[src/rtl/i2cmra_pkg.sv]
// shared types, codes and line-drive helper for the i2c register access master
`default_nettype none
package i2cmra_pkg;

    localparam logic [15:0] PHASE_TICKS_RESET = 16'd8;

    typedef enum logic [4:0] {
        PH_IDLE, PH_S0, PH_S1, PH_S2, PH_B0, PH_B1, PH_B2,
        PH_A0, PH_A1, PH_A2, PH_A3, PH_T0, PH_T1, PH_T2,
        PH_R0, PH_R1, PH_K0, PH_K1, PH_K2, PH_K3,
        PH_P0, PH_P1, PH_P2, PH_P3
    } t_phase;

    typedef enum logic [2:0] {
        STATUS_OK         = 3'd0,
        STATUS_BUS_BUSY   = 3'd1,
        STATUS_START_ERR  = 3'd2,
        STATUS_ADDR_NACK  = 3'd3,
        STATUS_ZERO_COUNT = 3'd4
    } t_status;

    typedef enum logic [1:0] {
        STAGE_SLAVE = 2'd0,
        STAGE_REG   = 2'd1,
        STAGE_DATA  = 2'd2
    } t_stage;

    localparam logic REQ_WRITE = 1'b0;
    localparam logic REQ_READ  = 1'b1;

    typedef struct packed {
        logic       cmd_valid;
        logic       req_type;
        logic [7:0] slave_address;
        logic [7:0] register_address;
        logic [7:0] write_data;
        logic [7:0] read_count;
        logic       sda_in;
    } t_in_item;

    typedef struct packed {
        logic       scl_out;
        logic       sda_out;
        logic       busy_res;
        logic       rd_valid;
        logic [7:0] rd_data;
        logic       rd_last;
        logic       done_res;
        logic [2:0] status;
    } t_out_item;

    // line drive after entering a phase: bit 1 scl, bit 0 sda
    function automatic logic [1:0] enter_drive(
        input t_phase     ph,
        input logic [1:0] cur,
        input logic       shift_msb,
        input logic       bytes_nz
    );
        logic [1:0] d;
        d = cur;
        case (ph)
            PH_S0, PH_T0:                     d = 2'b11;
            PH_S1, PH_S2, PH_T1, PH_T2:       d = 2'b10;
            PH_B1:                            d[0] = shift_msb;
            PH_A1, PH_P3:                     d[0] = 1'b1;
            PH_R0:                            d = 2'b01;
            PH_K1:                            d[0] = ~bytes_nz;
            PH_P1:                            d[0] = 1'b0;
            PH_B2, PH_A2, PH_R1, PH_K2, PH_P2: d[1] = 1'b1;
            default:                          d[1] = 1'b0;
        endcase
        return d;
    endfunction

endpackage
`default_nettype wire

[src/rtl/i2c_master_register_access_core.sv]
// top level of the i2c master register read/write engine
// Usage:
//   input channel (i_in_valid/o_in_ready/i_in_data): one word per clock tick of
//   the bus timing, carrying the sampled sda level and optionally a command;
//   commands are taken only while no transaction runs.
//   output channel (o_out_valid/i_out_ready/o_out_data): exactly one word per
//   input word, with scl/sda drive, busy, received bytes and done/status.
//   config channel (i_cfg_valid/o_cfg_ready/i_cfg_data): phase_ticks, always
//   ready; write it only while idle.
// Timing: the result word of an input word is registered and appears in the
//   cycle after it is accepted. Throughput: one word per cycle while the
//   receiver takes them; sequencer state and result register update per word.
// Reset: synchronous, active low; lines released high, sequencer idle,
//   phase_ticks back to 8, no result word pending.
// Stall: when the receiver holds i_out_ready low with a word pending,
//   o_in_ready drops and the sequencer holds its state until the word is taken.
`default_nettype none
module i2c_master_register_access_core #(
    parameter int DELAY_BITS = 16
) (
    input  wire                   i_clk,
    input  wire                   i_rst_n,
    input  wire                   i_in_valid,
    output wire                   o_in_ready,
    input  i2cmra_pkg::t_in_item  i_in_data,
    output wire                   o_out_valid,
    input  wire                   i_out_ready,
    output i2cmra_pkg::t_out_item o_out_data,
    input  wire                   i_cfg_valid,
    output wire                   o_cfg_ready,
    input  wire  [15:0]           i_cfg_data
);

    logic [15:0]           r_phase_ticks;
    logic                  can_load;
    logic                  step;
    i2cmra_pkg::t_out_item result;

    assign o_cfg_ready = 1'b1;
    assign o_in_ready  = can_load;
    assign step        = i_in_valid && can_load;

    always_ff @(posedge i_clk) begin
        if (!i_rst_n) begin
            r_phase_ticks <= i2cmra_pkg::PHASE_TICKS_RESET;
        end else if (i_cfg_valid) begin
            r_phase_ticks <= i_cfg_data;
        end
    end

    i2cmra_fsm #(
        .DELAY_BITS(DELAY_BITS)
    ) u_fsm (
        .i_clk         (i_clk),
        .i_rst_n       (i_rst_n),
        .i_step        (step),
        .i_item        (i_in_data),
        .i_phase_ticks (r_phase_ticks),
        .o_result      (result)
    );

    i2cmra_out_reg u_out (
        .i_clk       (i_clk),
        .i_rst_n     (i_rst_n),
        .i_load      (step),
        .i_result    (result),
        .o_can_load  (can_load),
        .o_out_valid (o_out_valid),
        .i_out_ready (i_out_ready),
        .o_out_data  (o_out_data)
    );

endmodule
`default_nettype wire

[src/rtl/i2cmra_fsm.sv]
// transaction sequencer: advances one tick per accepted word
`default_nettype none
module i2cmra_fsm #(
    parameter int DELAY_BITS = 16
) (
    input  wire                   i_clk,
    input  wire                   i_rst_n,
    input  wire                   i_step,
    input  i2cmra_pkg::t_in_item  i_item,
    input  wire  [15:0]           i_phase_ticks,
    output i2cmra_pkg::t_out_item o_result
);

    localparam int CW = ((DELAY_BITS > 16) ? DELAY_BITS : 16) + 1;
    localparam logic [CW-1:0] DELAY_MAX = (CW'(1) << DELAY_BITS) - CW'(1);

    i2cmra_pkg::t_phase r_phase, n_phase;
    logic [DELAY_BITS-1:0] r_delay, n_delay;
    logic [3:0] r_bit, n_bit;
    logic [7:0] r_shift, n_shift;
    logic [7:0] r_bytes, n_bytes;
    logic [7:0] r_slave, n_slave;
    logic [7:0] r_reg, n_reg;
    logic [7:0] r_data, n_data;
    logic       r_kind, n_kind;
    logic [1:0] r_drive, n_drive;
    i2cmra_pkg::t_stage  r_stage, n_stage;
    i2cmra_pkg::t_status r_err, n_err;

    logic [CW-1:0] pt_raw, pt;
    logic          holding;
    logic [3:0]    bit_inc;
    logic [7:0]    addr_rd;

    always_comb begin
        pt_raw = CW'(i_phase_ticks);
        if (pt_raw == '0) begin
            pt = CW'(1);
        end else if (pt_raw > DELAY_MAX) begin
            pt = DELAY_MAX;
        end else begin
            pt = pt_raw;
        end
        holding = (CW'(r_delay) + CW'(1)) < pt;
        bit_inc = r_bit + 4'd1;
        addr_rd = r_slave + 8'd1;
    end

    // next state
    always_comb begin
        i2cmra_pkg::t_phase tgt;
        logic do_enter;
        tgt      = r_phase;
        do_enter = 1'b0;
        n_phase  = r_phase;
        n_delay  = r_delay;
        n_bit    = r_bit;
        n_shift  = r_shift;
        n_bytes  = r_bytes;
        n_slave  = r_slave;
        n_reg    = r_reg;
        n_data   = r_data;
        n_kind   = r_kind;
        n_stage  = r_stage;
        n_err    = r_err;
        n_drive  = r_drive;

        if (r_phase == i2cmra_pkg::PH_IDLE) begin
            if (i_item.cmd_valid) begin
                n_kind  = i_item.req_type;
                n_slave = i_item.slave_address;
                n_reg   = i_item.register_address;
                n_data  = i_item.write_data;
                if (!(i_item.req_type == i2cmra_pkg::REQ_READ && i_item.read_count == 8'd0)) begin
                    n_bytes  = (i_item.req_type == i2cmra_pkg::REQ_READ) ? i_item.read_count : 8'd0;
                    n_stage  = i2cmra_pkg::STAGE_SLAVE;
                    n_bit    = 4'd0;
                    n_err    = i2cmra_pkg::STATUS_OK;
                    tgt      = i2cmra_pkg::PH_S0;
                    do_enter = 1'b1;
                end
            end
        end else if (holding) begin
            n_delay = r_delay + DELAY_BITS'(1);
        end else begin
            case (r_phase)
                i2cmra_pkg::PH_S0: begin
                    if (!i_item.sda_in) n_phase = i2cmra_pkg::PH_IDLE;
                    else begin tgt = i2cmra_pkg::PH_S1; do_enter = 1'b1; end
                end
                i2cmra_pkg::PH_S1: begin
                    if (i_item.sda_in) n_phase = i2cmra_pkg::PH_IDLE;
                    else begin tgt = i2cmra_pkg::PH_S2; do_enter = 1'b1; end
                end
                i2cmra_pkg::PH_S2: begin
                    n_stage = i2cmra_pkg::STAGE_SLAVE; n_shift = r_slave; n_bit = 4'd0;
                    tgt = i2cmra_pkg::PH_B0; do_enter = 1'b1;
                end
                i2cmra_pkg::PH_B0: begin tgt = i2cmra_pkg::PH_B1; do_enter = 1'b1; end
                i2cmra_pkg::PH_B1: begin tgt = i2cmra_pkg::PH_B2; do_enter = 1'b1; end
                i2cmra_pkg::PH_B2: begin
                    n_shift  = {r_shift[6:0], 1'b0};
                    n_bit    = bit_inc;
                    tgt      = (bit_inc >= 4'd8) ? i2cmra_pkg::PH_A0 : i2cmra_pkg::PH_B0;
                    do_enter = 1'b1;
                end
                i2cmra_pkg::PH_A0: begin tgt = i2cmra_pkg::PH_A1; do_enter = 1'b1; end
                i2cmra_pkg::PH_A1: begin tgt = i2cmra_pkg::PH_A2; do_enter = 1'b1; end
                i2cmra_pkg::PH_A2: begin
                    // only the first address byte ack is checked
                    if (r_stage == i2cmra_pkg::STAGE_SLAVE && i_item.sda_in)
                        n_err = i2cmra_pkg::STATUS_ADDR_NACK;
                    tgt = i2cmra_pkg::PH_A3; do_enter = 1'b1;
                end
                i2cmra_pkg::PH_A3: begin
                    do_enter = 1'b1;
                    if (r_err != i2cmra_pkg::STATUS_OK) begin
                        tgt = i2cmra_pkg::PH_P0;
                    end else if (r_stage == i2cmra_pkg::STAGE_SLAVE) begin
                        n_stage = i2cmra_pkg::STAGE_REG; n_shift = r_reg; n_bit = 4'd0;
                        tgt = i2cmra_pkg::PH_B0;
                    end else if (r_stage == i2cmra_pkg::STAGE_REG) begin
                        if (r_kind == i2cmra_pkg::REQ_READ) begin
                            tgt = i2cmra_pkg::PH_T0;
                        end else begin
                            n_stage = i2cmra_pkg::STAGE_DATA; n_shift = r_data; n_bit = 4'd0;
                            tgt = i2cmra_pkg::PH_B0;
                        end
                    end else if (r_kind == i2cmra_pkg::REQ_READ) begin
                        n_bit = 4'd0;
                        tgt   = i2cmra_pkg::PH_R0;
                    end else begin
                        tgt = i2cmra_pkg::PH_P0;
                    end
                end
                i2cmra_pkg::PH_T0: begin
                    do_enter = 1'b1;
                    if (!i_item.sda_in) begin
                        n_stage = i2cmra_pkg::STAGE_DATA; n_shift = addr_rd; n_bit = 4'd0;
                        tgt = i2cmra_pkg::PH_B0;
                    end else begin
                        tgt = i2cmra_pkg::PH_T1;
                    end
                end
                i2cmra_pkg::PH_T1: begin
                    do_enter = 1'b1;
                    if (i_item.sda_in) begin
                        n_stage = i2cmra_pkg::STAGE_DATA; n_shift = addr_rd; n_bit = 4'd0;
                        tgt = i2cmra_pkg::PH_B0;
                    end else begin
                        tgt = i2cmra_pkg::PH_T2;
                    end
                end
                i2cmra_pkg::PH_T2: begin
                    n_stage = i2cmra_pkg::STAGE_DATA; n_shift = addr_rd; n_bit = 4'd0;
                    tgt = i2cmra_pkg::PH_B0; do_enter = 1'b1;
                end
                i2cmra_pkg::PH_R0: begin tgt = i2cmra_pkg::PH_R1; do_enter = 1'b1; end
                i2cmra_pkg::PH_R1: begin
                    n_shift  = {r_shift[6:0], i_item.sda_in};
                    n_bit    = bit_inc;
                    do_enter = 1'b1;
                    if (bit_inc >= 4'd8) begin
                        if (r_bytes != 8'd0) n_bytes = r_bytes - 8'd1;
                        tgt = i2cmra_pkg::PH_K0;
                    end else begin
                        tgt = i2cmra_pkg::PH_R0;
                    end
                end
                i2cmra_pkg::PH_K0: begin tgt = i2cmra_pkg::PH_K1; do_enter = 1'b1; end
                i2cmra_pkg::PH_K1: begin tgt = i2cmra_pkg::PH_K2; do_enter = 1'b1; end
                i2cmra_pkg::PH_K2: begin tgt = i2cmra_pkg::PH_K3; do_enter = 1'b1; end
                i2cmra_pkg::PH_K3: begin
                    do_enter = 1'b1;
                    if (r_bytes != 8'd0) begin
                        n_bit = 4'd0;
                        tgt   = i2cmra_pkg::PH_R0;
                    end else begin
                        tgt = i2cmra_pkg::PH_P0;
                    end
                end
                i2cmra_pkg::PH_P0: begin tgt = i2cmra_pkg::PH_P1; do_enter = 1'b1; end
                i2cmra_pkg::PH_P1: begin tgt = i2cmra_pkg::PH_P2; do_enter = 1'b1; end
                i2cmra_pkg::PH_P2: begin tgt = i2cmra_pkg::PH_P3; do_enter = 1'b1; end
                default: n_phase = i2cmra_pkg::PH_IDLE;
            endcase
        end

        if (do_enter) begin
            n_phase = tgt;
            n_delay = '0;
            n_drive = i2cmra_pkg::enter_drive(tgt, r_drive, n_shift[7], n_bytes != 8'd0);
        end
    end

    // result word
    always_comb begin
        logic timeout;
        timeout  = (r_phase != i2cmra_pkg::PH_IDLE) && !holding;
        o_result = '0;
        o_result.scl_out  = r_drive[1];
        o_result.sda_out  = r_drive[0];
        o_result.busy_res = (n_phase != i2cmra_pkg::PH_IDLE);
        if (r_phase == i2cmra_pkg::PH_IDLE) begin
            if (i_item.cmd_valid && i_item.req_type == i2cmra_pkg::REQ_READ
                && i_item.read_count == 8'd0) begin
                o_result.done_res = 1'b1;
                o_result.status   = i2cmra_pkg::STATUS_ZERO_COUNT;
            end
        end else if (timeout) begin
            case (r_phase)
                i2cmra_pkg::PH_S0: begin
                    if (!i_item.sda_in) begin
                        o_result.done_res = 1'b1;
                        o_result.status   = i2cmra_pkg::STATUS_BUS_BUSY;
                    end
                end
                i2cmra_pkg::PH_S1: begin
                    if (i_item.sda_in) begin
                        o_result.done_res = 1'b1;
                        o_result.status   = i2cmra_pkg::STATUS_START_ERR;
                    end
                end
                i2cmra_pkg::PH_R1: begin
                    if (bit_inc >= 4'd8) begin
                        o_result.rd_valid = 1'b1;
                        o_result.rd_data  = {r_shift[6:0], i_item.sda_in};
                        o_result.rd_last  = (r_bytes <= 8'd1);
                    end
                end
                i2cmra_pkg::PH_P3: begin
                    o_result.done_res = 1'b1;
                    o_result.status   = r_err;
                end
                default: ;
            endcase
        end
    end

    always_ff @(posedge i_clk) begin
        if (!i_rst_n) begin
            r_phase <= i2cmra_pkg::PH_IDLE;
            r_delay <= '0;
            r_bit   <= 4'd0;
            r_shift <= 8'd0;
            r_bytes <= 8'd0;
            r_slave <= 8'd0;
            r_reg   <= 8'd0;
            r_data  <= 8'd0;
            r_kind  <= 1'b0;
            r_drive <= 2'b11;
            r_stage <= i2cmra_pkg::STAGE_SLAVE;
            r_err   <= i2cmra_pkg::STATUS_OK;
        end else if (i_step) begin
            r_phase <= n_phase;
            r_delay <= n_delay;
            r_bit   <= n_bit;
            r_shift <= n_shift;
            r_bytes <= n_bytes;
            r_slave <= n_slave;
            r_reg   <= n_reg;
            r_data  <= n_data;
            r_kind  <= n_kind;
            r_drive <= n_drive;
            r_stage <= n_stage;
            r_err   <= n_err;
        end
    end

endmodule
`default_nettype wire

[src/rtl/i2cmra_out_reg.sv]
// result register between the sequencer and the output channel
`default_nettype none
module i2cmra_out_reg (
    input  wire                   i_clk,
    input  wire                   i_rst_n,
    input  wire                   i_load,
    input  i2cmra_pkg::t_out_item i_result,
    output wire                   o_can_load,
    output wire                   o_out_valid,
    input  wire                   i_out_ready,
    output i2cmra_pkg::t_out_item o_out_data
);

    logic                  r_valid;
    i2cmra_pkg::t_out_item r_word;

    // a new word may enter in the same cycle the held one leaves
    assign o_can_load  = !r_valid || i_out_ready;
    assign o_out_valid = r_valid;
    assign o_out_data  = r_word;

    always_ff @(posedge i_clk) begin
        if (!i_rst_n) begin
            r_valid <= 1'b0;
        end else if (i_load) begin
            r_valid <= 1'b1;
        end else if (i_out_ready) begin
            r_valid <= 1'b0;
        end
    end

    always_ff @(posedge i_clk) begin
        if (i_load) begin
            r_word <= i_result;
        end
    end

endmodule
`default_nettype wire

[config.mk]
export PLATFORM = sky130hd
export DESIGN_NAME = i2c_master_register_access_core
export DESIGN_NICKNAME = d
export VERILOG_FILES = /design/src/rtl/i2cmra_pkg.sv /design/src/rtl/i2c_master_register_access_core.sv /design/src/rtl/i2cmra_fsm.sv /design/src/rtl/i2cmra_out_reg.sv
export SDC_FILE = /design/constraint.sdc
export NUM_CORES = 1
export LEC_CHECK = 0
export ABC_AREA = 1
export BUFFER_PORTS_ARGS = -buffer_cell sky130_fd_sc_hd__buf_2
export CAP_MARGIN = 10
export CORE_MARGIN = 2
export CORE_UTILIZATION = 30
export DETAILED_ROUTE_END_ITERATION = 10
export MAX_ROUTING_LAYER = met4
export PLACE_DENSITY = 0.47
export SLEW_MARGIN = 20
export SYNTH_ARGS = -nofsm -noshare
export SYNTH_HDL_FRONTEND = slang
export SYNTH_SLANG_ARGS = --single-unit
[constraint.sdc]
create_clock -name i_clk -period 4.1 [get_ports i_clk]
set_input_delay 1.025 -clock i_clk [delete_from_list [all_inputs] [get_ports i_clk]]
set_output_delay 1.025 -clock i_clk [all_outputs]
set_load 0.02 [all_outputs]
==> metrics, run 1 <==
asr flop ratio synth=0%; met1 Use GR=25.1%; CTS H-tree lvls=3; GRT Util Overall=18.0%; RSZ-0062 raised after global routing=no; n_diodes=0; Post-synth EDFFs=17; Leak Pwr=3.47 nW; starting density of the core=30.5%; number of global-route vias before repair=6344; Ports=76; max incr delay on CP=0.36 ns; final wirelength=20.4 mm; most frequent cells in the layout=nand2_1, nor2_1, inv_1; area leader, netlist=dfxtp_1; DRC errors left=0; share of the synthesized area in the top cell type=26.5%; most used cell, CP=inv_2; worst skew pair latency=0.37 ns; flop-to-flop setup slack=0.47 ns; Post-Syn Instances=1004; yosys warns=0; Clock Skew=0.0120 ns; peak supply drop=0.207 mV; Worst path slowest cell=dfxtp_1; main flop type after synthesis=dfxtp_1; max frequency=276 MHz; setup repair bufs after CTS=0; # setup viols final=0; row count=54; Max-Cap Viols=0; Routed wire per std cell=15.1 um; Mean Syn Cell Area=6.63 um^2; met2 global-route usage=27.3%; Pwr Density=370 nW/um^2; Worst Hold Depth=0; reg2reg start=u_fsm.r_delay[1]$_SDFFE_PN0P_; Seq/Total Area, Yosys=34.1%; Die Ht=153 um; Syn Std Cell Area=6660 um^2; Syn Nets=1081; Pre-antenna DRT Iters=5; Worst Hold End=u_out.o_out_data[16]$_DFFE_PP_; Worst R2R Path Depth=21; placed cells=1333; DPL Wire Length=15.3 mm; routed via count=6748; initial antenna violation count=0; fin area=7660 um^2; actual slew at the worst max-slew pin=0.991 ns; chip width=153 um; commonest non-fill, non-tap cell in the layout=nand2_1; die footprint=23400 um^2; Final Non-Filler Cells=1349; clk buf depth=2; met3 usage=2.98%; slew margin rel.=33.4%; gr busiest metal=met2; TritonCTS Sinks=105; critical path startpoint category=register; footprint of the multi-input gates=3800 um^2; largest cells by area after synthesis=dfxtp_1, nand2_1, edfxtp_1; ANT nets after route=0; endpoints failing hold=0; largest net degree at the start of global routing=53; RR Endpoint=u_fsm.r_delay[0]$_SDFFE_PN0P_; first-pass GRT wire length=33.2 mm; gpl congestion=0.908; Yosys reg bits=105; CTS tree=yes; placed cell area=7310 um^2; post-layout minimum cycle time=3.63 ns; kind of critical path=register to register; critical path required time=4.34 ns; Slew Viols, Final=0; critical-path cell list=ha_1 > nand2_1 > inv_2 > nand3b_4 > nor2_4 > nand3_2 > nor2_1 > xor2_1 > ha_1 > a21o_1 > a21oi_1 > nand2_1 > nor2_2 > nand2_4 > inv_2 > o21a_2 > nand2_4 > inv_2 > o21ai_0 > o21ai_0 > nor2_1; core area=21800 um^2; critical path arrival=3.87 ns; Yosys cell types=46; # port buffers=74; nature of the critical path endpoint=register; Worst Path Max Fanout=19; Num CTS Buffers=9; global route overflow=0; final worst path period share=88.5%; min-delay src=u_fsm.r_drive[1]$_SDFFE_PN1P_; Root Buffer=clkbuf_16; max FFs per register=17; fin nets=1141; Clk pin slew, worst setup/hold paths=0.08 ns; Filler cells=2364; FF+latch area=2270 um^2; status=finished clean; area delta synth->final=15.0%; Hold Crit Class=register to register; share of post-route cells with drive strength above 1=13.9%; number of DRC markers in iteration 0=388; Setup Total Neg Slack=0 ns; vias per std cell=5.00
==> Yosys cell counts (2+ instances only) <==
library cell and number:
nand2_1 215, nor2_1 127, inv_1 99, dfxtp_1 88, o21ai_0 84, nand3_1 81, a21oi_1 80, clkbuf_1 26
ha_1 21, edfxtp_1 17, nand4_1 16, xor2_1 16, inv_2 14, nor3_1 13, o22ai_1 13, a211oi_1 9
nand2_2 9, o211ai_1 9, a22oi_1 6, buf_2 6, xnor2_1 6, buf_4 5, nand3_2 5, nor2_2 5
a221oi_1 4, nor4_1 4, o221ai_1 4, clkinv_1 3, nor2_4 2
==> area by class of cell <==
class / count / area share [%]
Clock buffer: 10 / 3.12
Clock inverter: 6 / 1.09
Inverter: 117 / 5.77
Multi-Input combinational cell: 744 / 49.6
Sequential cell: 105 / 29.7
Tap cell: 280 / 4.58
Timing Repair Buffer: 87 / 6.16
==> logic make-up (layout without fill, tap and decap cells) <==
kind of cell	Yosys count	count (layout)	share of synthesized area (%)
AO/OA/AOI/OAI	216	216	18.1
XOR/XNOR	22	22	2.89
adder cells (fa/ha/maj)	21	21	3.95
buffers and inverters	155	220	9.17
flip-flops	105	105	34.1
other	1	1	0.0563
AND/OR/NAND/NOR	484	484	31.7
==> worst max path at each step <==
| stage | startpoint | to | slack, ns | depth (start not counted) |
|---|---|---|---|---|
| after floorplan | u_fsm.r_delay[0]$_SDFFE_PN0P_ | u_fsm.r_drive[0]$_SDFFE_PN1P_ | 0.78 | 24 |
| after global placement | u_fsm.r_delay[0]$_SDFFE_PN0P_ | u_fsm.r_drive[0]$_SDFFE_PN1P_ | 0.36 | 20 |
| after detailed placement | u_fsm.r_delay[0]$_SDFFE_PN0P_ | u_fsm.r_drive[0]$_SDFFE_PN1P_ | 0.31 | 20 |
| after CTS | u_fsm.r_delay[0]$_SDFFE_PN0P_ | u_fsm.r_drive[0]$_SDFFE_PN1P_ | 0.29 | 20 |
| after global routing | u_fsm.r_delay[1]$_SDFFE_PN0P_ | u_fsm.r_drive[0]$_SDFFE_PN1P_ | 0.04 | 26 |
| final | u_fsm.r_delay[1]$_SDFFE_PN0P_ | u_fsm.r_delay[0]$_SDFFE_PN0P_ | 0.47 | 21 |
==> worst max-delay path: cells and delay by family, from the launching register on <==
family                   cells  cell delay [ns]
AND/OR/NAND/NOR             10             1.22
AO/OA/AOI/OAI                5             0.73
buffers and inverters        3             0.52
adder cells (fa/ha/maj)      2             0.45
flip-flops                   1             0.36
XOR/XNOR                     1             0.21
==> where the power goes <==
| part | leakage (nW) | switching, mW | total (mW) | internal [mW] |
|---|---|---|---|---|
| logic | 2.42 | 0.483 | 0.710 | 0.227 |
| clock network | 0.159 | 0.445 | 0.953 | 0.508 |
| registers | 0.887 | 0.0596 | 1.17 | 1.11 |
| total | 3.47 | 0.988 | 2.83 | 1.84 |
==> metal layers <==
layer	part of all wire, %	vias to the layer above	wire length [um]
met1	50	3091	10300
li1	-	3470	-
met4	1.0	0	208
met3	5.0	15	1020
met2	44	172	8920
met5	0	-	0
==> stage by stage <==
stage	utilization [%]	power, mW	hold slack (ns)	setup WS (ns)
floorplan	-	1.68	0.409	0.776
global placement	33.5	1.90	0.443	0.363
detailed placement	33.5	1.89	0.438	0.305
CTS	35.0	2.85	0.458	0.291
global route	35.1	3.01	0.467	0.0443
finish	35.1	2.83	0.454	0.470
==> repair_timing <==
item / in CTS / in global routing
gates resized for setup: 0 / 7
setup endpoints to repair: 0 / 30
hold buffers: 0 / 0
No activity file was read; power rests on OpenSTA's default activity.
==> run 2, diff against run 1 <==
--- a/config.mk
+++ b/config.mk
@@ -6,13 +6,13 @@
 export NUM_CORES = 1
 export LEC_CHECK = 0
 export ABC_AREA = 1
-export BUFFER_PORTS_ARGS = -buffer_cell sky130_fd_sc_hd__buf_2
 export CAP_MARGIN = 10
 export CORE_MARGIN = 2
 export CORE_UTILIZATION = 30
 export DETAILED_ROUTE_END_ITERATION = 10
+export DONT_BUFFER_PORTS = 1
 export MAX_ROUTING_LAYER = met4
-export PLACE_DENSITY = 0.47
+export PLACE_DENSITY = 0.44
 export SLEW_MARGIN = 20
 export SYNTH_ARGS = -nofsm -noshare
 export SYNTH_HDL_FRONTEND = slang
==> constraint.sdc (replaced) <==
create_clock -name i_clk -period 3.9 [get_ports i_clk]
set_input_delay 0.975 -clock i_clk [delete_from_list [all_inputs] [get_ports i_clk]]
set_output_delay 0.975 -clock i_clk [all_outputs]
set_load 0.02 [all_outputs]
==> metrics, run 2 (synthesis gave the netlist of run 1 again) <==
status=finished clean; setup repair bufs after CTS=0 (unchanged); Worst R2R Path Depth=25 (+19%); max incr delay on CP=0.37 ns (about the same); CTS H-tree lvls=3 (unchanged); Clock Skew=0.0166 ns (+0.00459 ns); fin nets=1075 (-5.8%); Filler cells=2391 (+1.1%); kind of cell adding the most delay to the critical path=simple AND/OR/NAND/NOR gates; critical path required time=4.15 ns (-0.19 ns); initial antenna violation count=0 (unchanged); area delta synth->final=10.2%; # port buffers=0 (-100%); Buf/Inv on CP=4 (+1); share of post-route cells with drive strength above 1=8.47% (-5.5 points); core area=21800 um^2 (unchanged); hold_buf cts=0 (unchanged); RSZ-0062 raised after global routing=no; kind of critical path=register to register; ANT nets after route=0 (unchanged); gpl congestion=0.945 (+4.1%); Pwr Density=397 nW/um^2 (+7.3%); post-layout minimum cycle time=3.48 ns (-0.153 ns); Clk pin slew, worst setup/hold paths=0.08 ns (about the same); critical path startpoint category=register; Worst path slowest cell=dfxtp_2; global route overflow=0 (unchanged); max FFs per register=17 (unchanged); TritonCTS Sinks=105 (unchanged); number of global-route vias before repair=6011 (-5.2%); final wirelength=20.1 mm (-1.8%); Hold Crit Class=register to register; Ports=76 (unchanged); vias per std cell=5.01 (+0.20%); actual slew at the worst max-slew pin=0.794 ns (-0.197 ns); Num CTS Buffers=9 (unchanged); DPL Wire Length=15.0 mm (-2.2%); max frequency=288 MHz (+4.4%); die footprint=23400 um^2 (unchanged); footprint of the multi-input gates=3800 um^2 (+0.13%); Pre-antenna DRT Iters=4 (-1); commonest non-fill, non-tap cell in the layout=nand2_1; flop-to-flop setup slack=0.42 ns (-0.05 ns); GRT Util Overall=17.7% (-0.37 points); Worst Hold End=u_out.o_out_data[16]$_DFFE_PP_; Slew Viols, Final=0 (unchanged); Setup Total Neg Slack=0 ns (unchanged); clk buf depth=2 (unchanged); reg2reg start=u_fsm.r_delay[0]$_SDFFE_PN0P_; Leak Pwr=3.21 nW (-7.5%); most used cell, CP=nand2_1; n_diodes=0 (unchanged); RR Endpoint=u_fsm.r_drive[1]$_SDFFE_PN1P_; peak supply drop=0.182 mV (-12%); Max-Cap Viols=0 (unchanged); starting density of the core=30.5% (unchanged); endpoints failing hold=0 (unchanged); number of DRC markers in iteration 0=435 (+12%); chip width=153 um (unchanged); Die Ht=153 um (unchanged); nature of the critical path endpoint=register; Worst Path Max Fanout=13 (-6); final total power=2.91 mW (+2.8%); Root Buffer=clkbuf_16; worst skew pair latency=0.37 ns (about the same); row count=54 (unchanged); first-pass GRT wire length=32.4 mm (-2.4%); CTS tree=yes; most frequent cells in the layout=nand2_1, nor2_1, inv_1; slew margin rel.=46.9% (+13 points); DRC errors left=0 (unchanged); largest net degree at the start of global routing=54 (+1.9%); # setup viols final=0 (unchanged); min-delay src=u_fsm.r_drive[1]$_SDFFE_PN1P_; final worst path period share=89.1% (+0.61 points); routed via count=6431 (-4.7%); Routed wire per std cell=15.6 um (+3.2%); FF+latch area=2270 um^2 (unchanged); critical path arrival=3.72 ns (-0.15 ns); Worst Hold Depth=0 (unchanged)
run 2: cell types whose count changed in the layout (fill, tap and decap cells not counted), moves of 2 or more:
cell,before,now
buf_4,12,20
nor2_2,6,8
clkinv_4,0,3
nor2_1,126,123
inv_6,3,0
buf_2,74,0
run 2: area by class of cell:
cell class / count / area share [%]
inverter: 117 / 6.02
tap: 280 / 4.77
timing repair buffer: 21 / 2.20
multi-input combinational: 744 / 51.8
clock inverter: 5 / 0.597
clock buffer: 11 / 3.60
sequential: 105 / 31.0
run 2: worst max path at each step:
stage	startpoint	endpoint	slack (ns)	cells after the start
floorplan	u_fsm.r_delay[0]$_SDFFE_PN0P_	u_fsm.r_drive[0]$_SDFFE_PN1P_	0.58	24
global placement	u_fsm.r_delay[0]$_SDFFE_PN0P_	u_fsm.r_drive[0]$_SDFFE_PN1P_	0.27	20
detailed placement	u_fsm.r_delay[0]$_SDFFE_PN0P_	u_fsm.r_drive[0]$_SDFFE_PN1P_	0.21	20
CTS	u_fsm.r_delay[0]$_SDFFE_PN0P_	u_fsm.r_drive[0]$_SDFFE_PN1P_	0.16	19
global route	u_fsm.r_delay[1]$_SDFFE_PN0P_	u_fsm.r_drive[0]$_SDFFE_PN1P_	0.008	25
finish	u_fsm.r_delay[0]$_SDFFE_PN0P_	u_fsm.r_drive[1]$_SDFFE_PN1P_	0.42	25
run 2: where the power goes:
| part | internal [mW] | switching, mW | leakage, nW | total, mW |
|---|---|---|---|---|
| Combinational | 0.222 | 0.475 | 2.17 | 0.698 |
| Sequential | 1.17 | 0.0720 | 0.887 | 1.24 |
| Clock | 0.500 | 0.474 | 0.153 | 0.974 |
| Total | 1.89 | 1.02 | 3.21 | 2.91 |
run 2: layer usage:
metal  track usage (%)  part of all wire (%)  vias to the layer above
li1                  -                     -                     3338
met1              25.0                    51                     2919
met2              25.8                    43                      156
met3              3.80                   5.4                       18
met4              4.14                   1.2                        0
met5                 -                     0                        -
run 2: timing repair:
action / 4_1_cts / 5_1_grt
setup endpoints to repair: 0 / 10
resized for setup: 0 / 10
hold endpoints to repair: 0 / 0
run 2: through the flow:
| stage | instances | utilization [%] | hold WS (ns) | area (um^2) | setup slack (ns) |
|---|---|---|---|---|---|
| floorplan | 1004 | - | 0.409 | 6660 | 0.576 |
| global placement | 1267 | 32.1 | 0.436 | 7000 | 0.269 |
| detailed placement | 1267 | 32.1 | 0.424 | 7000 | 0.207 |
| CTS | 1283 | 33.5 | 0.442 | 7300 | 0.163 |
| global route | 1283 | 33.6 | 0.463 | 7340 | 0.00785 |
| finish | 1283 | 33.6 | 0.442 | 7340 | 0.424 |
==> run 3, diff against run 2 <==
--- a/config.mk
+++ b/config.mk
@@ -7,12 +7,14 @@
 export LEC_CHECK = 0
 export ABC_AREA = 1
 export CAP_MARGIN = 10
+export CELL_PAD_IN_SITES_DETAIL_PLACEMENT = 1
+export CELL_PAD_IN_SITES_GLOBAL_PLACEMENT = 2
 export CORE_MARGIN = 2
-export CORE_UTILIZATION = 30
+export CORE_UTILIZATION = 35
 export DETAILED_ROUTE_END_ITERATION = 10
 export DONT_BUFFER_PORTS = 1
 export MAX_ROUTING_LAYER = met4
-export PLACE_DENSITY = 0.44
+export PLACE_DENSITY = 0.79
 export SLEW_MARGIN = 20
 export SYNTH_ARGS = -nofsm -noshare
 export SYNTH_HDL_FRONTEND = slang
==> metrics, run 3 (synthesis gave the netlist of run 1 again) <==
clk buf depth=2 (unchanged); metal3 WL=519 um (-52%); met2 wire length=10.5 mm (+24%); Num CTS Buffers=9 (unchanged); final worst path period share=90.5% (+1.3 points); Worst Path Max Fanout=12 (-1); end-of-flow core utilization=39.2% (+5.6 points); commonest non-fill, non-tap cell in the layout=nand2_1; Setup Total Neg Slack=0 ns (unchanged); actual slew at the worst max-slew pin=0.863 ns (+0.0686 ns); Slew Viols, Final=0 (unchanged); max frequency=283 MHz (-1.5%); starting density of the core=35.6% (+5.1 points); slew margin rel.=42.3% (-4.6 points); Buf/Inv on CP=1 (-3); # setup viols final=0 (unchanged); TritonCTS Sinks=105 (unchanged); gpl congestion=0.891 (-5.7%); Pwr Density=403 nW/um^2 (+1.5%); nature of the critical path endpoint=register; routed via count=6649 (+3.4%); status=finished clean; Leak Pwr=3.23 nW (+0.62%); critical-path cell list=ha_1 > nand2_1 > inv_2 > nand3b_4 > nor2_4 > nand3_2 > nor2_2 > xor2_2 > ha_1 > a21o_1 > a21oi_1 > nand2_1 > nor2_4 > nand2_4 > nand2_1 > nand2_2 > nor2_1 > nand3_1 > nand3_1 > nor2_1 > nand2_1 > nand2_1 > nand2_1 > nand3_1; final wirelength=22.1 mm (+10%); initial antenna violation count=0 (unchanged); critical path required time=4.16 ns (about the same); Ports=76 (unchanged); post-layout minimum cycle time=3.53 ns (+0.0515 ns); number of global-route vias before repair=6560 (+9.1%); GRT Util Overall=22.8% (+5.1 points); final total power=2.95 mW (+1.4%); top layer in use=met4; max FFs per register=17 (unchanged); largest net degree at the start of global routing=54 (unchanged); Filler cells=2416 (+1.0%); most used cell, CP=nand2_1; global route overflow=0 (unchanged); kind of cell adding the most delay to the critical path=simple AND/OR/NAND/NOR gates; first-pass GRT wire length=35.2 mm (+8.4%); Hold Crit Class=register to register; # port buffers=0 (unchanged); CTS tree=yes; max incr delay on CP=0.38 ns (about the same); most frequent cells in the layout=nand2_1, nor2_1, inv_1; fin nets=1077 (+0.19%); Pre-antenna DRT Iters=4 (unchanged); CTS H-tree lvls=3 (unchanged); worst skew pair latency=0.37 ns (about the same); chip width=142 um (-7.2%); Clock Skew=0.0143 ns (-0.00226 ns); endpoints failing hold=0 (unchanged); area delta synth->final=10.1%; peak supply drop=0.206 mV (+13%); kind of critical path=register to register; hold_buf cts=0 (unchanged); Routed wire per std cell=17.8 um (+14%); Max-Cap Viols=0 (unchanged); critical path arrival=3.79 ns (+0.07 ns); Clk pin slew, worst setup/hold paths=0.09 ns (about the same); number of DRC markers in iteration 0=362 (-17%); Root Buffer=clkbuf_16; DRC errors left=0 (unchanged); core area=18700 um^2 (-14%); critical path startpoint category=register; share of post-route cells with drive strength above 1=9.05% (+0.58 points); Worst path slowest cell=dfxtp_2; ANT nets after route=0 (unchanged); row count=50 (-7.4%); Post-Route M1 WL=10.7 mm (+5.1%); vias per std cell=5.37 (+7.1%); DPL Wire Length=16.4 mm (+9.6%); Die Ht=142 um (-7.2%); die footprint=20100 um^2 (-14%); n_diodes=0 (unchanged)
run 3: cell count changes in the layout (fill, tap and decap cells not counted), moves of 2 or more:
| cell | previous run | this run |
|---|---|---|
| a21oi_2 | 0 | 2 |
| a21oi_1 | 80 | 78 |
| buf_4 | 20 | 22 |
| clkinv_8 | 0 | 3 |
| clkinv_4 | 3 | 1 |
run 3: what timing repair did:
item,in CTS,in global routing
resized for setup,0,16
setup endpoints to repair,0,29
setup buffers,0,4
run 3: final timing paths:
check / slack [ns] / end / cells past startpoint / start
max: 0.37 / u_fsm.r_drive[0]$_SDFFE_PN1P_ / 24 / u_fsm.r_delay[0]$_SDFFE_PN0P_
min: 0.45 / u_out.o_out_data[15]$_DFFE_PP_ / 0 / u_fsm.r_drive[0]$_SDFFE_PN1P_
max reg2reg: 0.37 / u_fsm.r_drive[0]$_SDFFE_PN1P_ / 24 / u_fsm.r_delay[0]$_SDFFE_PN0P_
min reg2reg: 0.45 / u_out.o_out_data[15]$_DFFE_PP_ / 0 / u_fsm.r_drive[0]$_SDFFE_PN1P_
run 3: per-stage QoR:
stage	instances	worst slack, ns	hold WS (ns)	area (um^2)
2_1_floorplan	1004	0.576	0.409	6660
3_3_place_gp	1219	0.281	0.424	6920
3_5_place_dp	1219	0.128	0.420	6920
4_1_cts	1235	0.0615	0.448	7240
5_1_grt	1239	-0.000110	0.468	7330
6_report	1239	0.372	0.453	7330
run 3: worst register-to-register path: cells and delay by family, from the launching register on:
family	cells	cell delay [ns]
xor gates and xnor gates	1	0.17
AOI/OAI and AO/OA	2	0.30
buffers and inverters	1	0.09
adders and majority gates	2	0.44
and+or+nand+nor	18	2.05
DFF	1	0.38
run 3: area by class of cell:
class	instances	area [um^2]	area share, %
Timing Repair Buffer	23	180	2.46
Sequential cell	105	2270	31.0
Clock buffer	9	225	3.07
Clock inverter	7	93.8	1.28
Inverter	117	444	6.06
Tap cell	234	293	4.00
Multi-Input combinational cell	744	3820	52.1
run 3: report_power, final:
group          internal [mW]  switching, mW  total [mW]
sequential              1.17         0.0783        1.25
combinational          0.227          0.497       0.724
clock                  0.468          0.514       0.983
run 3: metal layers:
| layer | global-route usage [%] | vias to the layer above |
|---|---|---|
| li1 | - | 3331 |
| met1 | 30.0 | 3211 |
| met2 | 37.4 | 89 |
| met3 | 3.27 | 18 |
| met4 | 4.89 | 0 |
| met5 | - | - |
